### config.mk
export PLATFORM = sky130hd
export DESIGN_NAME = aep_stop_mem
export DESIGN_NICKNAME = d
export VERILOG_FILES = /design/src/rtl/aep_stop_mem.sv
export SDC_FILE = /design/constraint.sdc
export NUM_CORES = 1
export LEC_CHECK = 0
export BUFFER_PORTS_ARGS = -buffer_cell sky130_fd_sc_hd__buf_2
export CORE_MARGIN = 5
export CORE_UTILIZATION = 42
export CTS_CLUSTER_SIZE = 14
export DETAILED_ROUTE_END_ITERATION = 8
export MAX_ROUTING_LAYER = met4
export PLACE_DENSITY_LB_ADDON = 0.25
export SLEW_MARGIN = 20
export SYNTH_ARGS = -nofsm -noshare
export SYNTH_HDL_FRONTEND = slang
export SYNTH_SLANG_ARGS = --single-unit
export TNS_END_PERCENT = 1
### constraint.sdc
create_clock -name i_clk -period 4.85 [get_ports i_clk]
set_input_delay 0.2425 -clock i_clk [delete_from_list [all_inputs] [get_ports i_clk]]
set_output_delay 0.2425 -clock i_clk [all_outputs]
set_load 0.02 [all_outputs]
### src/rtl/aep_stop_mem.sv
// ----------------------------------------------------------------------------
// aep_stop_mem
// Stop table storage: one write port, one registered read port.
// ----------------------------------------------------------------------------
`timescale 1ns / 1ps

module aep_stop_mem #(
    parameter int W     = 16,
    parameter int DEPTH = 64
) (
    input  logic                     i_clk,
    input  logic                     i_we,
    input  logic [$clog2(DEPTH)-1:0] i_waddr,
    input  logic [W-1:0]             i_wdata,
    input  logic [$clog2(DEPTH)-1:0] i_raddr,
    output logic [W-1:0]             o_rdata
);

    logic [W-1:0] r_mem [DEPTH];
    logic [W-1:0] r_rdata;

    // write port
    always_ff @(posedge i_clk) begin
        if (i_we) begin
            r_mem[i_waddr] <= i_wdata;
        end
    end

    // registered read
    always_ff @(posedge i_clk) begin
        r_rdata <= r_mem[i_raddr];
    end

    assign o_rdata = r_rdata;

endmodule

Yosys cells after proc, flatten, opt, wreduce, memory -nomap -nowiden:

Memories as Yosys holds them, arrays and structs flattened. A register that Yosys moved wholly into a read port is not among the register bits.
Cells that the tools add are included.

* add/sub/neg operators: 0
* $mul: 0
* div/mod/pow operators: 0
* order comparisons: 0
* eq/ne operators: 0
* shift operators: 0
* mux-type cells: 2
* bitwise operators: 0
* reduce and logical (&&, ||, !) cells: 0

Operator list (number)
* 1-bit two-way mux: 2

* flip-flop bits (word level): 0
* latch bits: 0
* bits in writable memories: 1024
* ROM bits: 0
* input port bits: 30
* output and inout port bits: 16
* memories kept: 1

Memories
* r_mem: depth 64, width 16, read ports 1, clocked after memory_dff 1, write ports 1, RTL line 19 `logic [W-1:0] r_mem [DEPTH];`

Logic depth before layout (Yosys ltp):

Gate-level depths: netlist of the first run.

* word-level depth: 2
* depth in mapped cells: 10

Worst setup path before layout of the first run:

OpenSTA, ideal clock, no wires.

* path type: input to register
* start: input i_waddr[3]
* end: memory r_mem[48][0], enable pin
* setup time: 0.409 ns
* data arrival time: 1.868 ns
* data required time: 4.441 ns
* setup slack: 2.573 ns
* cell stages on the path: 4
* path through: clkbuf_1 nor2b_1 nand4b_1 nor3_1

RTL lines
* start, declared: RTL line 13 `input logic [$clog2(DEPTH)-1:0] i_waddr,`
* end, declared: RTL line 19

Straight into the memory's write port.

==> results of run 1 <==
final cells by class:
type / instances / area [µm²]
antenna: 6 / 15.0
fill: 7701 / 49400
tap: 1265 / 1580
multi-input combinational: 685 / 8280
sequential: 1040 / 31100
clock inverter: 72 / 791
clock buffer: 124 / 2700
timing repair buffer: 141 / 1050
path summary, 6_finish.rpt:
| path | from | end | slack (ps) | cells past startpoint |
|---|---|---|---|---|
| max | i_raddr[0] | o_rdata[1]$_DFF_P_ | 2360 | 6 |
| min | i_waddr[2] | r_mem[48][2]$_DFFE_PP_ | 170 | 2 |
| max reg2reg | r_mem[21][4]$_DFFE_PP_ | o_rdata[4]$_DFF_P_ | 2550 | 5 |
| min reg2reg | r_mem[24][12]$_DFFE_PP_ | o_rdata[12]$_DFF_P_ | 850 | 4 |
synth_stat cells, drive strengths merged:
| cell type | number | share of area (%) |
|---|---|---|
| a41oi | 5 | 0.11 |
| clkbuf | 27 | 0.27 |
| nor2b | 30 | 0.47 |
| and4 | 5 | 0.11 |
| a31oi | 8 | 0.12 |
| dfxtp | 16 | 0.80 |
| nand2 | 60 | 0.58 |
| nand4 | 12 | 0.19 |
| nor2 | 74 | 0.71 |
| or3 | 1 | 0.016 |
| o21ai | 8 | 0.10 |
| a211o | 8 | 0.17 |
| nand2b | 3 | 0.047 |
| mux2i | 85 | 2.1 |
| mux2 | 27 | 0.76 |
| a211oi | 8 | 0.15 |
| or3b | 1 | 0.022 |
| nor4 | 3 | 0.094 |
| buf | 77 | 1.6 |
| a22o | 6 | 0.13 |
| a221oi | 16 | 0.35 |
| nand3b | 2 | 0.037 |
| mux4 | 224 | 13 |
| a22oi | 39 | 0.73 |
| a221o | 6 | 0.15 |
| nand4b | 1 | 0.022 |
| nor3 | 2 | 0.025 |
| edfxtp | 1024 | 77 |
| a21oi | 17 | 0.21 |
| a311oi | 8 | 0.17 |
| nand3 | 24 | 0.30 |
| and2 | 2 | 0.031 |
power by group:
group          switching (W)  internal [W]
sequential         0.0000424       0.00995
combinational       0.000610      0.000325
clock                0.00333       0.00483
state kept, by name, summed over array words and instances, names as in the netlist:
register and count:
r_mem 1024, o_rdata 16
timing repair:
action	4_1_cts	5_1_grt
hold buffers	1	0
setup buffers	0	0
hold endpoints to repair	1	0
stage by stage:
| stage | worst slack, ps | utilization, % | hold WS (ps) |
|---|---|---|---|
| after floorplan | 2570 | - | 341 |
| after global placement | 1510 | 44.2 | 450 |
| after detailed placement | 1520 | 44.2 | 446 |
| after CTS | 2230 | 47.9 | 137 |
| after global routing | 2200 | 47.9 | 192 |
| final | 2360 | 48.0 | 169 |
layer usage:
metal,up-vias,global-route usage [%],part of all wire [%]
li1,7999,-,-
met4,0,4.93,2.4
met3,134,2.96,6.5
met2,685,30.8,48
met5,-,-,0
met1,10300,27.4,43
worst max-delay path, cell delays in order:
cell and delay, ps:
sky130_fd_sc_hd__buf_8 470, sky130_fd_sc_hd__buf_12 500, sky130_fd_sc_hd__mux4_2 580, sky130_fd_sc_hd__mux2_2 280, sky130_fd_sc_hd__a221oi_1 740, sky130_fd_sc_hd__a311oi_1 110
placed cells by master, fill, tap and decap left out, types with 24 or more instances in the layout:
cell                           n
sky130_fd_sc_hd__edfxtp_1   1024
sky130_fd_sc_hd__mux4_2      220
sky130_fd_sc_hd__clkbuf_16   105
sky130_fd_sc_hd__buf_4        89
sky130_fd_sc_hd__mux2i_1      85
sky130_fd_sc_hd__nor2_1       67
sky130_fd_sc_hd__nand2_1      59
sky130_fd_sc_hd__buf_2        42
sky130_fd_sc_hd__a22oi_1      39
sky130_fd_sc_hd__mux2_2       27
sky130_fd_sc_hd__nor2b_1      26
sky130_fd_sc_hd__clkinv_1     26
sky130_fd_sc_hd__nand3_1      24
logic make-up after synthesis:
| family | after synthesis | synth area share [%] |
|---|---|---|
| AO/OA/AOI/OAI | 129 | 2.41 |
| multiplexers | 336 | 15.5 |
| flip-flops | 1040 | 77.6 |
| AND/OR/NAND/NOR | 220 | 2.65 |
| buffers and inverters | 104 | 1.83 |
==> impl_metrics.sql, run 1 <==
INSERT INTO impl_metrics (metric_group, metric, value, unit) VALUES
('worst_setup_path', 'highest_net_fanout_along_the_worst_path', '63', ''),
('worst_setup_path', 'path_class', 'input port to register', ''),
('routing', 'finalWirelength', '98300', 'µm'),
('floorplan', 'dieHeight', '319', 'µm'),
('floorplan', 'fp-row-count', '113', ''),
('place', 'dp_cells', '3130', ''),
('place', 'placement.cell_area', '42000', 'µm²'),
('logic_synthesis', 'yosysSeqAreaShare', '77.6', '%'),
('min_path', 'worst_hold_check_path_type', 'input port to register', ''),
('cts', 'cts_tree', 'built', ''),
('place', 'quantity_of_i_o_buffers_inserted_on_ports', '45', ''),
('worst_setup_path', 'required', '5340', 'ps'),
('cts', 'clk_pin_slew', '60', 'ps'),
('cts', 'level_count_of_the_clock_h_tree', '3', ''),
('routing', 'remaining_design_rule_violation_count', '0', ''),
('routing', 'drt-pass1-iter-count', '5', ''),
('final_layout', 'areaGrowthSynthToFinish', '13.6', '%'),
('timing', 'final.period_utilization', '51.3', '%'),
('worst_setup_path', 'timing.critical_path.from_type', 'input port', ''),
('global_routing', 'grt_usage', '19.6', '%'),
('final_layout', 'layout-drive-gt1-share', '27.0', '%'),
('floorplan', 'total_die_area', '102000', 'µm²'),
('timing', 'period_minus_slack', '2490', 'ps'),
('routing', 'vias', '19100', ''),
('timing', 'worst_slew_pin_slew', '1150', 'ps'),
('cts', 'cts_resized', '0', ''),
('place', 'place.gp.congestion', '0.803', ''),
('final_layout', 'design.final.nets', '2002', ''),
('worst_setup_path', 'worst_setup_path_end_kind', 'register', ''),
('place', 'dpl.hpwl', '57600', 'µm'),
('cts', 'clock_path_buffers', '3', ''),
('timing', 'max_slew_margin', '23.1', '%'),
('routing', 'drt_iter0_markers', '2210', ''),
('timing', 'slew_violations', '0', ''),
('floorplan', 'start_util', '42.2', '%'),
('timing', 'final.setup_skew', '25.8', 'ps'),
('logic_synthesis', 'netlist_area', '40000', 'µm²'),
('worst_setup_path', 'cp.arrival', '2980', 'ps'),
('logic_synthesis', 'synth_cells', '1829', ''),
('cts', 'clockRootBuffer', 'sky130_fd_sc_hd__clkbuf_16', ''),
('final_layout', 'finalInstanceArea', '45500', 'µm²'),
('logic_synthesis', 'number_of_different_library_cells_in_the_post_synthesis_netlist', '43', ''),
('timing', 'fmaxAchievable', '0.402', 'GHz'),
('cts', 'worst_skew_pair.late_latency', '670', 'ps'),
('pwr', 'total_leakage_power', '14.4', 'nW'),
('routing', 'vias_per_cell', '5.74', ''),
('global_routing', 'first_global_vias', '19300', ''),
('routing', 'wl_per_cell', '29.5', 'µm'),
('floorplan', 'design.portCount', '46', ''),
('logic_synthesis', 'post_synth.cell_area_avg', '21.9', 'µm²'),
('logic_synthesis', 'synth_nets', '1859', ''),
('logic_synthesis', 'synth_seq_cells', '1040', ''),
('global_routing', 'grt_antenna_before_repair', '13', ''),
('timing', 'report.final.setup_viol', '0', ''),
('pwr', 'irDropWorstVdd', '0.286', 'mV'),
('global_routing', 'global_route.overflow_total', '0', ''),
('timing', 'hold_viol_final', '0', ''),
('global_routing', 'grt_first_pass_wirelength', '141000', 'µm'),
('outcome', 'outcome', 'finished clean', ''),
('pwr', 'design_power', '0.0191', 'W'),
('floorplan', 'floorplan.core_area', '94900', 'µm²'),
('timing', 'rsz_0062_raised_after_global_routing', 'no', ''),
('floorplan', 'fp.dieW', '319', 'µm'),
('pwr', 'power.density', '420', 'nW/µm²'),
('cts', 'cts_buffers', '104', ''),
('global_routing', 'grt_start_max_net_pins', '83', ''),
('final_layout', 'fin_cells', '3333', ''),
('logic_synthesis', 'yosysWarnings', '0', ''),
('job', 'max-cap-violations', '0', ''),
('routing', 'final_antenna_net_count', '0', ''),
('timing', 'fin_tns_setup', '0', 'ps'),
('cts', 'tritoncts_num_sinks', '1040', '');
No activity file was read; power rests on OpenSTA's default activity.
==> run 2: changes to the inputs <==
- clock period: 4.85 -> 2.33 ns (I/O delays scaled with it)
==> impl_metrics.sql, run 2 (synthesis gave the netlist of run 1 again) <==
INSERT INTO impl_metrics (metric_group, metric, value, unit) VALUES
('cts', 'clockRootBuffer', 'sky130_fd_sc_hd__clkbuf_16', ''),
('timing', 'report.final.setup_viol', '0', ''),
('global_routing', 'grt_antenna_before_repair', '6', ''),
('timing', 'rsz_0062_raised_after_global_routing', 'no', ''),
('floorplan', 'start_util', '42.2', '%'),
('pwr', 'irDropWorstVdd', '0.663', 'mV'),
('routing', 'vias', '19600', ''),
('cts', 'cts_resized', '0', ''),
('final_layout', 'areaGrowthSynthToFinish', '16.5', '%'),
('floorplan', 'total_die_area', '102000', 'µm²'),
('worst_setup_path', 'highest_net_fanout_along_the_worst_path', '1', ''),
('global_routing', 'grt_start_max_net_pins', '65', ''),
('timing', 'fmaxAchievable', '0.454', 'GHz'),
('outcome', 'outcome', 'finished clean', ''),
('worst_setup_path', 'setup.reg_to_reg.worst_slack', '130', 'ps'),
('timing', 'timing.hold.ws', '8.21', 'ps'),
('final_layout', 'final_core_util', '49.2', '%'),
('pwr', 'pwr-share-clk', '42.0', '%'),
('place', 'quantity_of_i_o_buffers_inserted_on_ports', '45', ''),
('global_routing', 'global_route.overflow_total', '0', ''),
('worst_setup_path', 'rr_worst_depth', '6', ''),
('pwr', 'switching_power', '0.00830', 'W'),
('floorplan', 'dieHeight', '319', 'µm'),
('global_routing', 'first_global_vias', '19800', ''),
('cts', 'level_count_of_the_clock_h_tree', '3', ''),
('routing', 'remaining_design_rule_violation_count', '0', ''),
('floorplan', 'fp.dieW', '319', 'µm'),
('worst_setup_path', 'worst_setup_path_end_kind', 'register', ''),
('final_layout', 'design.final.nets', '2137', ''),
('worst_setup_path', 'reg2reg_to', 'o_rdata[15]$_DFF_P_', ''),
('final_layout', 'layout-drive-gt1-share', '30.6', '%'),
('cts', 'worst_skew_pair.late_latency', '680', 'ps'),
('worst_setup_path', 'cp.arrival', '2740', 'ps'),
('routing', 'drt_iter0_markers', '1791', ''),
('pwr', 'cellInternalPower', '0.0312', 'W'),
('worst_setup_path', 'reg2reg_from', 'r_mem[11][15]$_DFFE_PP_', ''),
('timing', 'final.setup_skew', '46.3', 'ps'),
('routing', 'wl_per_cell', '28.4', 'µm'),
('pwr', 'total_leakage_power', '15.1', 'nW'),
('timing', 'worst_slew_pin_slew', '1080', 'ps'),
('final_layout', 'largest_register', 'r_mem', ''),
('place', 'place.gp.congestion', '0.821', ''),
('timing', 'slew_violations', '0', ''),
('routing', 'final_antenna_net_count', '0', ''),
('pwr', 'power_frac_seq', '52.6', '%'),
('worst_setup_path', 'timing.critical_path.to', 'o_rdata[15]$_DFF_P_', ''),
('timing', 'fin_tns_setup', '0', 'ps'),
('routing', 'drt-pass1-iter-count', '5', ''),
('min_path', 'worst_hold_check_path_type', 'input port to register', ''),
('pwr', 'power.share.switching', '21.0', '%'),
('floorplan', 'fp-row-count', '113', ''),
('cts', 'cts_buffers', '104', ''),
('place', 'dpl.hpwl', '61600', 'µm'),
('job', 'max-cap-violations', '0', ''),
('cts', 'tritoncts_num_sinks', '1040', ''),
('final_layout', 'largest_register_ff_count', '1024', ''),
('pwr', 'power.density', '847', 'nW/µm²'),
('cts', 'cts_tree', 'built', ''),
('timing', 'max_slew_margin', '27.4', '%'),
('final_layout', 'layout_common_cells', 'sky130_fd_sc_hd__edfxtp_1 (1024), sky130_fd_sc_hd__mux4_2 (220), sky130_fd_sc_hd__buf_4 (196), sky130_fd_sc_hd__clkbuf_16 (104), sky130_fd_sc_hd__mux2i_1 (85)', ''),
('worst_setup_path', 'path_class', 'register to register', ''),
('routing', 'finalWirelength', '98500', 'µm'),
('timing', 'hold_viol_final', '0', ''),
('min_path', 'min_delay_src', 'i_wdata[9]', ''),
('floorplan', 'design.portCount', '46', ''),
('pwr', 'p_comb_share', '5.5', '%'),
('cts', 'clk_pin_slew', '60', 'ps'),
('global_routing', 'grt_usage', '19.8', '%'),
('cts', 'postCtsSetupRepairBufs', '0', ''),
('worst_setup_path', 'required', '2870', 'ps'),
('routing', 'vias_per_cell', '5.66', ''),
('global_routing', 'grt_first_pass_wirelength', '143000', 'µm'),
('final_layout', 'mostFrequentLayoutCell', 'sky130_fd_sc_hd__edfxtp_1', ''),
('floorplan', 'floorplan.core_area', '94900', 'µm²'),
('worst_setup_path', 'timing.critical_path.from_type', 'register', ''),
('worst_setup_path', 'worst_setup_path_startpoint', 'r_mem[11][15]$_DFFE_PP_', ''),
('timing', 'final.period_utilization', '94.6', '%'),
('cts', 'clock_path_buffers', '3', ''),
('pwr', 'design_power', '0.0395', 'W'),
('timing', 'period_minus_slack', '2200', 'ps');
-- run 2: cell types whose count changed in the layout (fill, tap and decap cells not counted), moves of 5 or more --
cell,previous run,this run
sky130_fd_sc_hd__buf_12,6,25
sky130_fd_sc_hd__buf_4,89,196
sky130_fd_sc_hd__bufinv_16,16,11
sky130_fd_sc_hd__clkbuf_1,19,25
sky130_fd_sc_hd__clkbuf_8,0,5
sky130_fd_sc_hd__clkinv_1,26,19
sky130_fd_sc_hd__dlygate4sd3_1,1,10
sky130_fd_sc_hd__nor2_1,67,72
sky130_fd_sc_hd__nor2_2,7,2
-- run 2: power by group through the flow --
stage                     Clock [W]  Combinational (W)  Sequential, W
after floorplan                   0            0.00107         0.0212
after global placement            0            0.00214         0.0212
after detailed placement          0            0.00217         0.0212
after CTS                    0.0169            0.00219         0.0208
after global routing         0.0177            0.00229         0.0208
final                        0.0166            0.00216         0.0208
-- run 2: final cells by class --
type | count | area, µm²
diodes | 5 | 12.5
clock buffers | 134 | 2770
clock inverters | 60 | 664
fillers | 7576 | 48200
multi-input cells | 685 | 8250
flip-flops and latches | 1040 | 31100
well taps | 1265 | 1580
repair buffers | 276 | 2320
-- run 2: critical path: stages, from the launching register on --
cell	delay [ps]
sky130_fd_sc_hd__edfxtp_1	370
sky130_fd_sc_hd__mux4_2	460
sky130_fd_sc_hd__nor2b_1	140
sky130_fd_sc_hd__a211o_1	330
sky130_fd_sc_hd__a31oi_1	520
sky130_fd_sc_hd__buf_4	210
sky130_fd_sc_hd__a311oi_1	40
-- run 2: timing repair --
item,in CTS,in global routing
hold endpoints to repair,273,0
setup endpoints to repair,0,0
hold buffers,10,0
-- run 2: per-stage QoR --
step,instances,area [µm²],setup slack [ps]
finish,3465,46700,126
global route,3463,46700,88.1
CTS,3460,46700,144
detailed placement,3256,43100,-164
global placement,3256,43100,-142
floorplan,1829,40000,179
-- run 2: worst min path at each step --
| stage | end | slack, ps | cells past startpoint |
|---|---|---|---|
| final | r_mem[31][9]$_DFFE_PP_ | 8 | 1 |
| after global routing | r_mem[25][9]$_DFFE_PP_ | 8 | 1 |
| after CTS | r_mem[24][9]$_DFFE_PP_ | 1 | 1 |
| after detailed placement | r_mem[34][7]$_DFFE_PP_ | 510 | 1 |
| after global placement | r_mem[35][7]$_DFFE_PP_ | 500 | 1 |
| after floorplan | r_mem[0][0]$_DFFE_PP_ | 220 | 0 |
-- run 2: metal layers --
layer  track usage (%)  vias up  share of wire, %  routed length (µm)
met5                 -        -                 0                   0
met2              31.0      725                48               47700
met1              27.4    10500                43               42100
met3              3.76      150               6.5                6390
li1                  -     8250                 -                   -
met4              4.55        0               2.3                2240
