**src/rtl/aep_pkg.sv**
```systemverilog
// ----------------------------------------------------------------------------
// aep_pkg
// Types, codes and fixed constants of the exposure program core.
// ----------------------------------------------------------------------------
`timescale 1ns / 1ps

package aep_pkg;

    // item op codes
    localparam logic [1:0] OP_MEASURE = 2'd0;
    localparam logic [1:0] OP_WR_AP   = 2'd1;
    localparam logic [1:0] OP_WR_SH   = 2'd2;
    localparam logic [1:0] OP_IGNORED = 2'd3;

    // exposure modes (others run as auto)
    localparam logic [1:0] MODE_AUTO      = 2'd0;
    localparam logic [1:0] MODE_LANDSCAPE = 2'd1;
    localparam logic [1:0] MODE_PORTRAIT  = 2'd2;
    localparam logic [1:0] MODE_ALT_AUTO  = 2'd3;

    // configuration register indexes
    localparam logic [2:0] REG_ISO    = 3'd0;
    localparam logic [2:0] REG_MODE   = 3'd1;
    localparam logic [2:0] REG_FOCAL  = 3'd2;
    localparam logic [2:0] REG_AP_CNT = 3'd3;
    localparam logic [2:0] REG_SH_CNT = 3'd4;

    // register reset values
    localparam logic [16:0] ISO_RST   = 17'd100;
    localparam logic [10:0] FOCAL_RST = 11'd50;
    localparam logic [10:0] FOCAL_MIN = 11'd50;

    // default lens and camera limits
    localparam logic [15:0] F_DEF_WIDE  = 16'd358;
    localparam logic [15:0] F_DEF_SMALL = 16'd5632;
    localparam logic [15:0] F_TWO       = 16'd512;
    localparam logic [31:0] S_DEF_FAST  = 32'd16777;
    localparam logic [31:0] S_DEF_SLOW  = 32'd16777216;
    localparam logic [42:0] SLOW_LIMIT  = 43'd16777216;

    // auto mode aperture targets, Q8.8
    localparam logic [15:0] F_11  = 16'd2816;
    localparam logic [15:0] F_8   = 16'd2048;
    localparam logic [15:0] F_5P6 = 16'd1434;
    localparam logic [15:0] F_4   = 16'd1024;
    localparam logic [15:0] F_2P8 = 16'd717;

    // EV thresholds as lux*iso >= 250*2^k
    localparam logic [34:0] P_EV15 = 35'd8192000;
    localparam logic [34:0] P_EV12 = 35'd1024000;
    localparam logic [34:0] P_EV10 = 35'd256000;
    localparam logic [34:0] P_EV8  = 35'd64000;
    localparam logic [34:0] P_EV6  = 35'd16000;

    localparam logic [15:0] CAL_DIV = 16'd64000;

    // shared iterative unit geometry
    localparam int ARG_W   = 68;
    localparam int DEN_W   = 35;
    localparam int REM_W   = 36;
    localparam int ROOT_W  = 26;
    localparam int SQ_IN_W = 52;
    localparam logic [6:0] DIV_STEPS  = 7'd68;
    localparam logic [6:0] SQRT_STEPS = 7'd26;

    typedef enum logic {
        IT_DIV,
        IT_SQRT
    } t_iter_op;

    typedef struct packed {
        logic             start;
        t_iter_op         op;
        logic [ARG_W-1:0] arg;
        logic [DEN_W-1:0] den;
    } t_iter_req;

    typedef enum logic [4:0] {
        S_IDLE,
        S_RD_FIRST,
        S_RD_LAST,
        S_RD_DONE,
        S_TARGET,
        S_SQ,
        S_NUM,
        S_DIV1_GO,
        S_DIV1_WAIT,
        S_PS_LO,
        S_PS_HI,
        S_DIV2_GO,
        S_DIV2_WAIT,
        S_SQRT_GO,
        S_SQRT_WAIT,
        S_FLAGS,
        S_SNAP,
        S_SNAP_TAIL,
        S_RESP
    } t_state;

endpackage

```
**src/rtl/aep_iter_unit.sv**
```systemverilog
// ----------------------------------------------------------------------------
// aep_iter_unit
// Shared bit-serial unit: restoring divide, one quotient bit per cycle,
// or digit-by-digit square root, one root bit per cycle, rounded to nearest.
// ----------------------------------------------------------------------------
`timescale 1ns / 1ps

module aep_iter_unit (
    input  logic                            i_clk,
    input  logic                            i_rst_n,
    input  aep_pkg::t_iter_req              i_req,
    output logic                            o_done,
    output logic [aep_pkg::ARG_W-1:0]       o_quo,
    output logic [aep_pkg::ROOT_W:0]        o_root
);

    logic                         r_busy, n_busy;
    logic                         r_done, n_done;
    logic [6:0]                   r_cnt, n_cnt;
    aep_pkg::t_iter_op            r_op, n_op;
    logic [aep_pkg::ARG_W-1:0]    r_num, n_num;
    logic [aep_pkg::REM_W-1:0]    r_rem, n_rem;
    logic [aep_pkg::ROOT_W-1:0]   r_root, n_root;
    logic [aep_pkg::DEN_W-1:0]    r_den, n_den;

    logic [aep_pkg::REM_W-1:0]    sub_a;
    logic [aep_pkg::REM_W-1:0]    sub_b;
    logic [aep_pkg::REM_W:0]      diff;
    logic                         ge;
    logic                         round_up;

    // shared subtractor, operands picked by the running op
    assign sub_a = (r_op == aep_pkg::IT_DIV)
                 ? {r_rem[aep_pkg::REM_W-2:0], r_num[aep_pkg::ARG_W-1]}
                 : {r_rem[aep_pkg::REM_W-3:0], r_num[aep_pkg::ARG_W-1 -: 2]};
    assign sub_b = (r_op == aep_pkg::IT_DIV)
                 ? {1'b0, r_den}
                 : aep_pkg::REM_W'({r_root, 2'b01});
    assign diff  = {1'b0, sub_a} - {1'b0, sub_b};
    assign ge    = !diff[aep_pkg::REM_W];

    // step sequencing
    always_comb begin
        n_busy = r_busy;
        n_done = 1'b0;
        n_cnt  = r_cnt;
        n_op   = r_op;
        n_num  = r_num;
        n_rem  = r_rem;
        n_root = r_root;
        n_den  = r_den;
        if (i_req.start) begin
            n_busy = 1'b1;
            n_op   = i_req.op;
            n_rem  = '0;
            n_root = '0;
            n_den  = i_req.den;
            if (i_req.op == aep_pkg::IT_DIV) begin
                n_num = i_req.arg;
                n_cnt = aep_pkg::DIV_STEPS;
            end else begin
                n_num = {i_req.arg[aep_pkg::SQ_IN_W-1:0],
                         {(aep_pkg::ARG_W-aep_pkg::SQ_IN_W){1'b0}}};
                n_cnt = aep_pkg::SQRT_STEPS;
            end
        end else if (r_busy) begin
            n_rem = ge ? diff[aep_pkg::REM_W-1:0] : sub_a;
            if (r_op == aep_pkg::IT_DIV) begin
                n_num = {r_num[aep_pkg::ARG_W-2:0], ge};
            end else begin
                n_num  = {r_num[aep_pkg::ARG_W-3:0], 2'b00};
                n_root = {r_root[aep_pkg::ROOT_W-2:0], ge};
            end
            n_cnt = r_cnt - 7'd1;
            if (r_cnt == 7'd1) begin
                n_busy = 1'b0;
                n_done = 1'b1;
            end
        end
    end

    // control registers
    always_ff @(posedge i_clk) begin
        if (!i_rst_n) begin
            r_busy <= 1'b0;
            r_done <= 1'b0;
            r_cnt  <= '0;
        end else begin
            r_busy <= n_busy;
            r_done <= n_done;
            r_cnt  <= n_cnt;
        end
    end

    // datapath registers
    always_ff @(posedge i_clk) begin
        r_op   <= n_op;
        r_num  <= n_num;
        r_rem  <= n_rem;
        r_root <= n_root;
        r_den  <= n_den;
    end

    // nearest root: bump when remainder exceeds the floor root
    assign round_up = r_rem > aep_pkg::REM_W'(r_root);
    assign o_root   = {1'b0, r_root} + (aep_pkg::ROOT_W+1)'(round_up);
    assign o_quo    = r_num;
    assign o_done   = r_done;

endmodule

```
**config.mk**
```make
export PLATFORM = sky130hd
export DESIGN_NAME = aep_iter_unit
export DESIGN_NICKNAME = d
export VERILOG_FILES = /design/src/rtl/aep_pkg.sv /design/src/rtl/aep_iter_unit.sv
export SDC_FILE = /design/constraint.sdc
export NUM_CORES = 1
export LEC_CHECK = 0
export BUFFER_PORTS_ARGS = -buffer_cell sky130_fd_sc_hd__buf_2
export CORE_UTILIZATION = 60
export CTS_BUF_LIST = sky130_fd_sc_hd__clkbuf_4 sky130_fd_sc_hd__clkbuf_8
export DETAILED_ROUTE_END_ITERATION = 6
export PLACE_DENSITY = 0.94
export SLEW_MARGIN = 10
export SYNTH_ARGS = -nofsm -noshare
export SYNTH_HDL_FRONTEND = slang
export SYNTH_SLANG_ARGS = --single-unit
```
**constraint.sdc**
```tcl
create_clock -name i_clk -period 8 [get_ports i_clk]
set_clock_uncertainty 0.2 [all_clocks]
set_input_delay 1.6 -clock i_clk [delete_from_list [all_inputs] [get_ports i_clk]]
set_output_delay 1.6 -clock i_clk [all_outputs]
set_load 0.005 [all_outputs]
```
; Word level (Yosys, flattened, before mapping)
; Index checks and enable logic that the tools add are counted.
[word_totals]
reg_bits = 175
latch_bits = 0
mem_bits_rw = 0
rom_bits = 0
inputBits = 107
output_inout_bits = 96
wordCells = 33
mem_count = 0
[op_classes]
addsub = 3
n_mul = 0
div = 0
n_lt_le_gt_ge = 1
n_eq_ne = 1
shift = 0
mux = 14
bitwise = 2
n_reduce_logical = 4
[op_table]
columns = cell, count
row1 = two-way mux 68 bit, 4
row2 = two-way mux 36 bit, 2
row3 = subtractor 36 x 35 -> 37 bit, 1
row4 = > comparator 36 x 26 -> 1 bit, 1
row5 = two-way mux 35 bit, 1
row6 = adder 26 x 1 -> 27 bit, 1
row7 = two-way mux 7 bit, 3
row8 = "== test 7 x 1 -> 1 bit, second input constant", 1
row9 = "subtractor 7 x 1 -> 7 bit, second input constant", 1
row10 = two-way mux 1 bit, 4
row11 = OR reduction 3 bit, 1
row12 = inverter 1 bit, 2
row13 = AND reduction 2 bit, 1
row14 = nonzero test 2 bit, 1
row15 = logical NOT 1 bit, 1

; Longest topological paths before layout
[depth]
word_depth = 6
mapped_depth = 19
mapped_depth_nobuf = 18

; Least setup slack after synthesis
; No wires, ideal clock.
[synth_timing]
path_type = register -> output
start = register r_root[20] (netlist name)
end = output port o_root[22] (netlist name)
t_arrival_ns = 3.112
t_required_ns = 6.200
setup_slack_ns = 3.088
path_stages_with_launch = 17
path_buffers = 1
cell_sequence = dfxtp_1 -> clkbuf_1 -> inv_1 -> ha_1 -> nand2_1 -> or4_1 -> o211ai_1 -> a21oi_1 -> a41oi_1 -> ha_1 -> ha_1 -> nand2_1 -> nor2_1 -> nand2_1 -> nor3_1 -> nand4_1 -> xnor2_1
[synth_via]
elab_chain_cells = 2
[synth_lines]
columns = element, line_no
row1 = start: declaration, aep_iter_unit.sv:23  ; logic [aep_pkg::ROOT_W-1:0] r_root, n_root;
row2 = start signal: assignment, aep_iter_unit.sv:100  ; r_root <= n_root;
row3 = > comparator 36 x 26 -> 1 bit, aep_iter_unit.sv:105  ; assign round_up = r_rem > aep_pkg::REM_W'(r_root);
row4 = adder 26 x 1 -> 27 bit *, aep_iter_unit.sv:106  ; assign o_root = {1'b0, r_root} + (aep_pkg::ROOT_W+1)'(round_up);
row5 = end: declaration, aep_iter_unit.sv:14  ; output logic [aep_pkg::ROOT_W:0] o_root
; Mark *: on every way between the ends. The rest lies on a longest branch, timed or not.

; Worst setup path in the final report
[layout_timing]
start = register r_root[2] (netlist name)
end = output port o_root[22] (netlist name)
; Same word-level chain as after synthesis.

==> impl_results.html <==
<table>
<tr><th>Metric</th><th>Value</th></tr>
<tr><th colspan="2">Outcome</th></tr>
<tr><td>Result of the run</td><td>complete, no violations</td></tr>
<tr><th colspan="2">Logic synthesis</th></tr>
<tr><td>Top_reg_cell synth</td><td>sky130_fd_sc_hd__edfxtp_1</td></tr>
<tr><td>Mean Syn Cell Area</td><td>9.18 um2</td></tr>
<tr><td>Yosys Warn Count</td><td>0</td></tr>
<tr><td>Cell area after synthesis</td><td>11900 um2</td></tr>
<tr><td>Synthesized Nets</td><td>1475</td></tr>
<tr><td>Synth area leader</td><td>sky130_fd_sc_hd__edfxtp_1</td></tr>
<tr><td>Cell count after synthesis</td><td>1301</td></tr>
<tr><td>Area share of the largest cell type after synthesis</td><td>0.262</td></tr>
<tr><td>Top post-synthesis cells by area</td><td>sky130_fd_sc_hd__edfxtp_1 26%, sky130_fd_sc_hd__dfxtp_1 12%, sky130_fd_sc_hd__mux2i_1 8.0%</td></tr>
<tr><td>#FFs+latches synth</td><td>175</td></tr>
<tr><td>Number of distinct standard cells referenced by the synthesized netlist</td><td>68</td></tr>
<tr><td>Portion of the post-synthesis area used by sequential elements</td><td>0.381</td></tr>
<tr><td>Count of flip-flops with a built-in enable after synthesis</td><td>104</td></tr>
<tr><td>Synth async-reset ratio</td><td>0</td></tr>
<tr><th colspan="2">Pwr</th></tr>
<tr><td>Power share of the sequential group</td><td>0.392</td></tr>
<tr><td>Net switching share of the total power</td><td>0.388</td></tr>
<tr><td>Power density over cell area</td><td>218 nW/um2</td></tr>
<tr><td>Leakage</td><td>5.48 nW</td></tr>
<tr><td>Net Sw Power</td><td>1.13 mW</td></tr>
<tr><td>Maximum vdd ir drop</td><td>0.118 mV</td></tr>
<tr><td>Part of the total power dissipated in the clock network</td><td>0.222</td></tr>
<tr><td>Internal cell power</td><td>1.79 mW</td></tr>
<tr><td>Logic pwr share</td><td>0.386</td></tr>
<tr><th colspan="2">Floorplanning</th></tr>
<tr><td>Starting Density</td><td>0.613</td></tr>
<tr><td>Die area</td><td>20500 um2</td></tr>
<tr><td>Die outline height</td><td>143 um</td></tr>
<tr><td>Top-Level Pins</td><td>203</td></tr>
<tr><td>Floorplan core area</td><td>19500 um2</td></tr>
<tr><td>Row count</td><td>51</td></tr>
<tr><td>Die width</td><td>143 um</td></tr>
<tr><th colspan="2">Placed design</th></tr>
<tr><td>Port bufs</td><td>202</td></tr>
<tr><td>Half-perimeter wire length after placement</td><td>25.4 mm</td></tr>
<tr><td>Placed Area</td><td>13000 um2</td></tr>
<tr><td>Gp weighted congestion</td><td>0.989</td></tr>
<tr><th colspan="2">Clocking</th></tr>
<tr><td>Cts bufs inserted</td><td>17</td></tr>
<tr><td>Clk sink count</td><td>175</td></tr>
<tr><td>Worst skew pair latency</td><td>500 ps</td></tr>
<tr><td>CTS Root Buffer Type</td><td>sky130_fd_sc_hd__clkbuf_8</td></tr>
<tr><td># resized after CTS</td><td>0</td></tr>
<tr><td>Post-CTS Hold Buffers</td><td>0</td></tr>
<tr><td>Max Root-Sink Buffers</td><td>2</td></tr>
<tr><td>Number of buffers inserted to repair setup after CTS</td><td>0</td></tr>
<tr><td>Count of H-tree levels built during CTS</td><td>4</td></tr>
<tr><td>Clock slew at the register clock pins of the worst setup and hold paths</td><td>100 ps</td></tr>
<tr><td>Clock tree from TritonCTS</td><td>built</td></tr>
<tr><th colspan="2">STA</th></tr>
<tr><td>Setup TNS after final layout</td><td>0 ps</td></tr>
<tr><td>Min Tclk post-route</td><td>6150 ps</td></tr>
<tr><td>Count of final hold-check violations</td><td>0</td></tr>
<tr><td>Final-report max-slew violation count</td><td>0</td></tr>
<tr><td>Slew at the pin with the worst max-slew slack</td><td>1080 ps</td></tr>
<tr><td>Worst slew margin</td><td>0.275</td></tr>
<tr><td>Final period utilization</td><td>0.769</td></tr>
<tr><td>Highest clock rate</td><td>163 MHz</td></tr>
<tr><td>Final setup vio count</td><td>0</td></tr>
<tr><td>Unrepaired setup endpoints after global routing</td><td>false</td></tr>
<tr><th colspan="2">Critical path</th></tr>
<tr><td>R2r startpoint</td><td>r_op$_DFFE_PP_</td></tr>
<tr><td>R2R setup slack</td><td>2790 ps</td></tr>
<tr><td>Required time of the critical path</td><td>6200 ps</td></tr>
<tr><td>Worst Setup End Kind</td><td>output pin</td></tr>
<tr><td>End of the worst register-to-register path</td><td>r_rem[18]$_SDFFE_PP0P_</td></tr>
<tr><td>Type of element launching the critical path</td><td>register</td></tr>
<tr><td>Worst R2R Path Depth</td><td>13</td></tr>
<tr><td>Worst setup path category</td><td>register to output pin</td></tr>
<tr><td>Maximum fanout along the worst path</td><td>7</td></tr>
<tr><td>Data arrival time of the worst path</td><td>4350 ps</td></tr>
<tr><th colspan="2">Routing</th></tr>
<tr><td>DR vias</td><td>10993</td></tr>
<tr><td>TritonRoute pass-1 iters</td><td>6</td></tr>
<tr><td>Iteration-0 DRC Markers</td><td>1256</td></tr>
<tr><td>Final Routed Wirelength</td><td>35.1 mm</td></tr>
<tr><td>Remaining routing DRC violations</td><td>0</td></tr>
<tr><td>Wirelength per Cell</td><td>20.4 um</td></tr>
<tr><td>Routed vias/inst</td><td>6.39</td></tr>
<tr><td>Detail Route Antenna Nets</td><td>0</td></tr>
<tr><th colspan="2">Final layout</th></tr>
<tr><td>Number of fillers in the final layout</td><td>1473</td></tr>
<tr><td>Diode insertion count for antenna repair</td><td>0</td></tr>
<tr><td>Area grow syn2layout</td><td>12.3%</td></tr>
<tr><td>Net total in the final layout</td><td>1616</td></tr>
<tr><td>Area of all sequential standard cells</td><td>4550 um2</td></tr>
<tr><td>Final Cell Area</td><td>13400 um2</td></tr>
<tr><td>Share of final-layout standard cells stronger than drive strength 1</td><td>0.210</td></tr>
<tr><td>Multi-input gate area</td><td>6880 um2</td></tr>
<tr><th colspan="2">GRT</th></tr>
<tr><td>Number of global-route vias before repair</td><td>9621</td></tr>
<tr><td>Number of antenna violations at the first check in global routing</td><td>1</td></tr>
<tr><td>Global-route wire length before repair</td><td>52.3 mm</td></tr>
<tr><td>Total track usage</td><td>0.337</td></tr>
<tr><td>Maximum number of pins on one net before global-route repair</td><td>112</td></tr>
<tr><td>Total gr overflow</td><td>0</td></tr>
<tr><th colspan="2">Hold path</th></tr>
<tr><td>Min-delay src</td><td>r_root[25]$_SDFFE_PP0P_</td></tr>
<tr><td>Kind of path behind the tightest hold check</td><td>register to register</td></tr>
<tr><td>Hold path endpoint</td><td>r_root[25]$_SDFFE_PP0P_</td></tr>
<tr><td>Worst Hold Depth</td><td>2</td></tr>
<tr><th colspan="2">Flow run</th></tr>
<tr><td>Maxcap violations</td><td>0</td></tr>
</table>
## metrics by stage
stage / setup slack [ps] / utilization / hold slack [ps] / power [mW] / instances
after CTS: 1910 / 0.689 / 301 / 2.88 / 1720
after global placement: 2550 / 0.668 / 267 / 2.21 / 1688
after detailed placement: 2490 / 0.668 / 286 / 2.24 / 1688
final: 1850 / 0.689 / 298 / 2.92 / 1720
after global routing: 1530 / 0.689 / 324 / 3.06 / 1720
after floorplan: 3090 / - / 251 / 1.94 / 1301
## flip-flops by register name (all words and copies together) (netlist names)
signal  flops
r_cnt       7
o_done      1
o_quo      68
r_op        1
r_den      35
r_rem      36
r_root     26
r_busy      1
## logic make-up after synthesis
group / synth area share
DFF: 0.381
AOI/OAI and AO/OA: 0.193
xor gates and xnor gates: 0.0411
adders and majority gates: 0.0708
buffers and inverters: 0.0437
muxes: 0.112
and+or+nand+nor: 0.159
## layout by cell type (no fill, tap or decap), drive strengths merged, types with 33 or more instances in the layout
| cell | instances |
|---|---|
| a211oi | 57 |
| nor2 | 61 |
| ha | 66 |
| xnor2 | 43 |
| inv | 50 |
| buf | 210 |
| mux2 | 33 |
| a21oi | 138 |
| nand2 | 163 |
| nor2b | 60 |
| mux2i | 96 |
| o21ai | 58 |
| dfxtp | 71 |
| edfxtp | 104 |
## critical path, stage by stage (launching register included)
cell and delay [ps]:
sky130_fd_sc_hd__dfxtp_1 470, sky130_fd_sc_hd__inv_1 130, sky130_fd_sc_hd__ha_1 310, sky130_fd_sc_hd__nand3_1 90
sky130_fd_sc_hd__o22ai_1 140, sky130_fd_sc_hd__nor2_1 50, sky130_fd_sc_hd__o21ai_0 150, sky130_fd_sc_hd__a221oi_1 100
sky130_fd_sc_hd__o21ai_0 250, sky130_fd_sc_hd__a21oi_1 110, sky130_fd_sc_hd__a41oi_1 230, sky130_fd_sc_hd__ha_1 220
sky130_fd_sc_hd__ha_1 260, sky130_fd_sc_hd__nand2_1 150, sky130_fd_sc_hd__nor2_1 300, sky130_fd_sc_hd__nand2_1 90
sky130_fd_sc_hd__nor3_1 320, sky130_fd_sc_hd__nand4_1 170, sky130_fd_sc_hd__xnor2_1 190, sky130_fd_sc_hd__buf_2 140
## cell usage after synthesis (all sizes together) (3+ instances only)
master,instances
a221oi,3
o21bai,3
a2bb2oi,3
nand2b,11
o21a,5
or2,4
nor2,61
a21o,24
nand4,17
o2111ai,3
a311oi,23
mux2,33
nor4,6
a21oi,138
a211oi,57
edfxtp,104
a31oi,5
and4,3
nor3,18
mux2i,96
buf,18
and3,9
clkbuf,70
dfxtp,71
a21boi,4
nand3,25
or3,6
o21ai,58
xor2,13
ha,66
and2,3
nor2b,60
o211ai,8
xnor2,43
nand2,163
inv,42
## area by class of cell
cell class	count	area share
Clock buffer	19	0.0190
Clock inverter	13	0.0108
Inverter	43	0.0120
Multi-Input combinational cell	995	0.513
Sequential cell	175	0.339
Tap cell	265	0.0247
Timing Repair Buffer	210	0.0813
## power by group through the flow
stage	clock [mW]	combinational (mW)	sequential, mW
floorplan	0	0.813	1.13
global placement	0	1.06	1.15
detailed placement	0	1.09	1.15
CTS	0.646	1.10	1.14
global route	0.683	1.22	1.15
finish	0.648	1.13	1.14
## per-layer routing
| metal | vias up | track usage | share of wire |
|---|---|---|---|
| li1 | 5045 | - | - |
| met1 | 5133 | 0.484 | 0.42 |
| met2 | 681 | 0.490 | 0.44 |
| met3 | 132 | 0.0681 | 0.10 |
| met4 | 2 | 0.140 | 0.035 |
| met5 | - | 0 | 0.00026 |
## worst max-delay path by stage
stage | from | end | slack (ps) | depth (start not counted)
floorplan | r_root[20]$_SDFFE_PP0P_ | o_root[22] | 3090 | 16
global placement | r_root[2]$_SDFFE_PP0P_ | o_root[22] | 2550 | 19
detailed placement | r_root[2]$_SDFFE_PP0P_ | o_root[22] | 2490 | 19
CTS | r_root[2]$_SDFFE_PP0P_ | o_root[22] | 1910 | 19
global route | r_root[2]$_SDFFE_PP0P_ | o_root[22] | 1530 | 19
finish | r_root[2]$_SDFFE_PP0P_ | o_root[22] | 1850 | 19
Note: power is estimated with default switching activity, not from simulation.
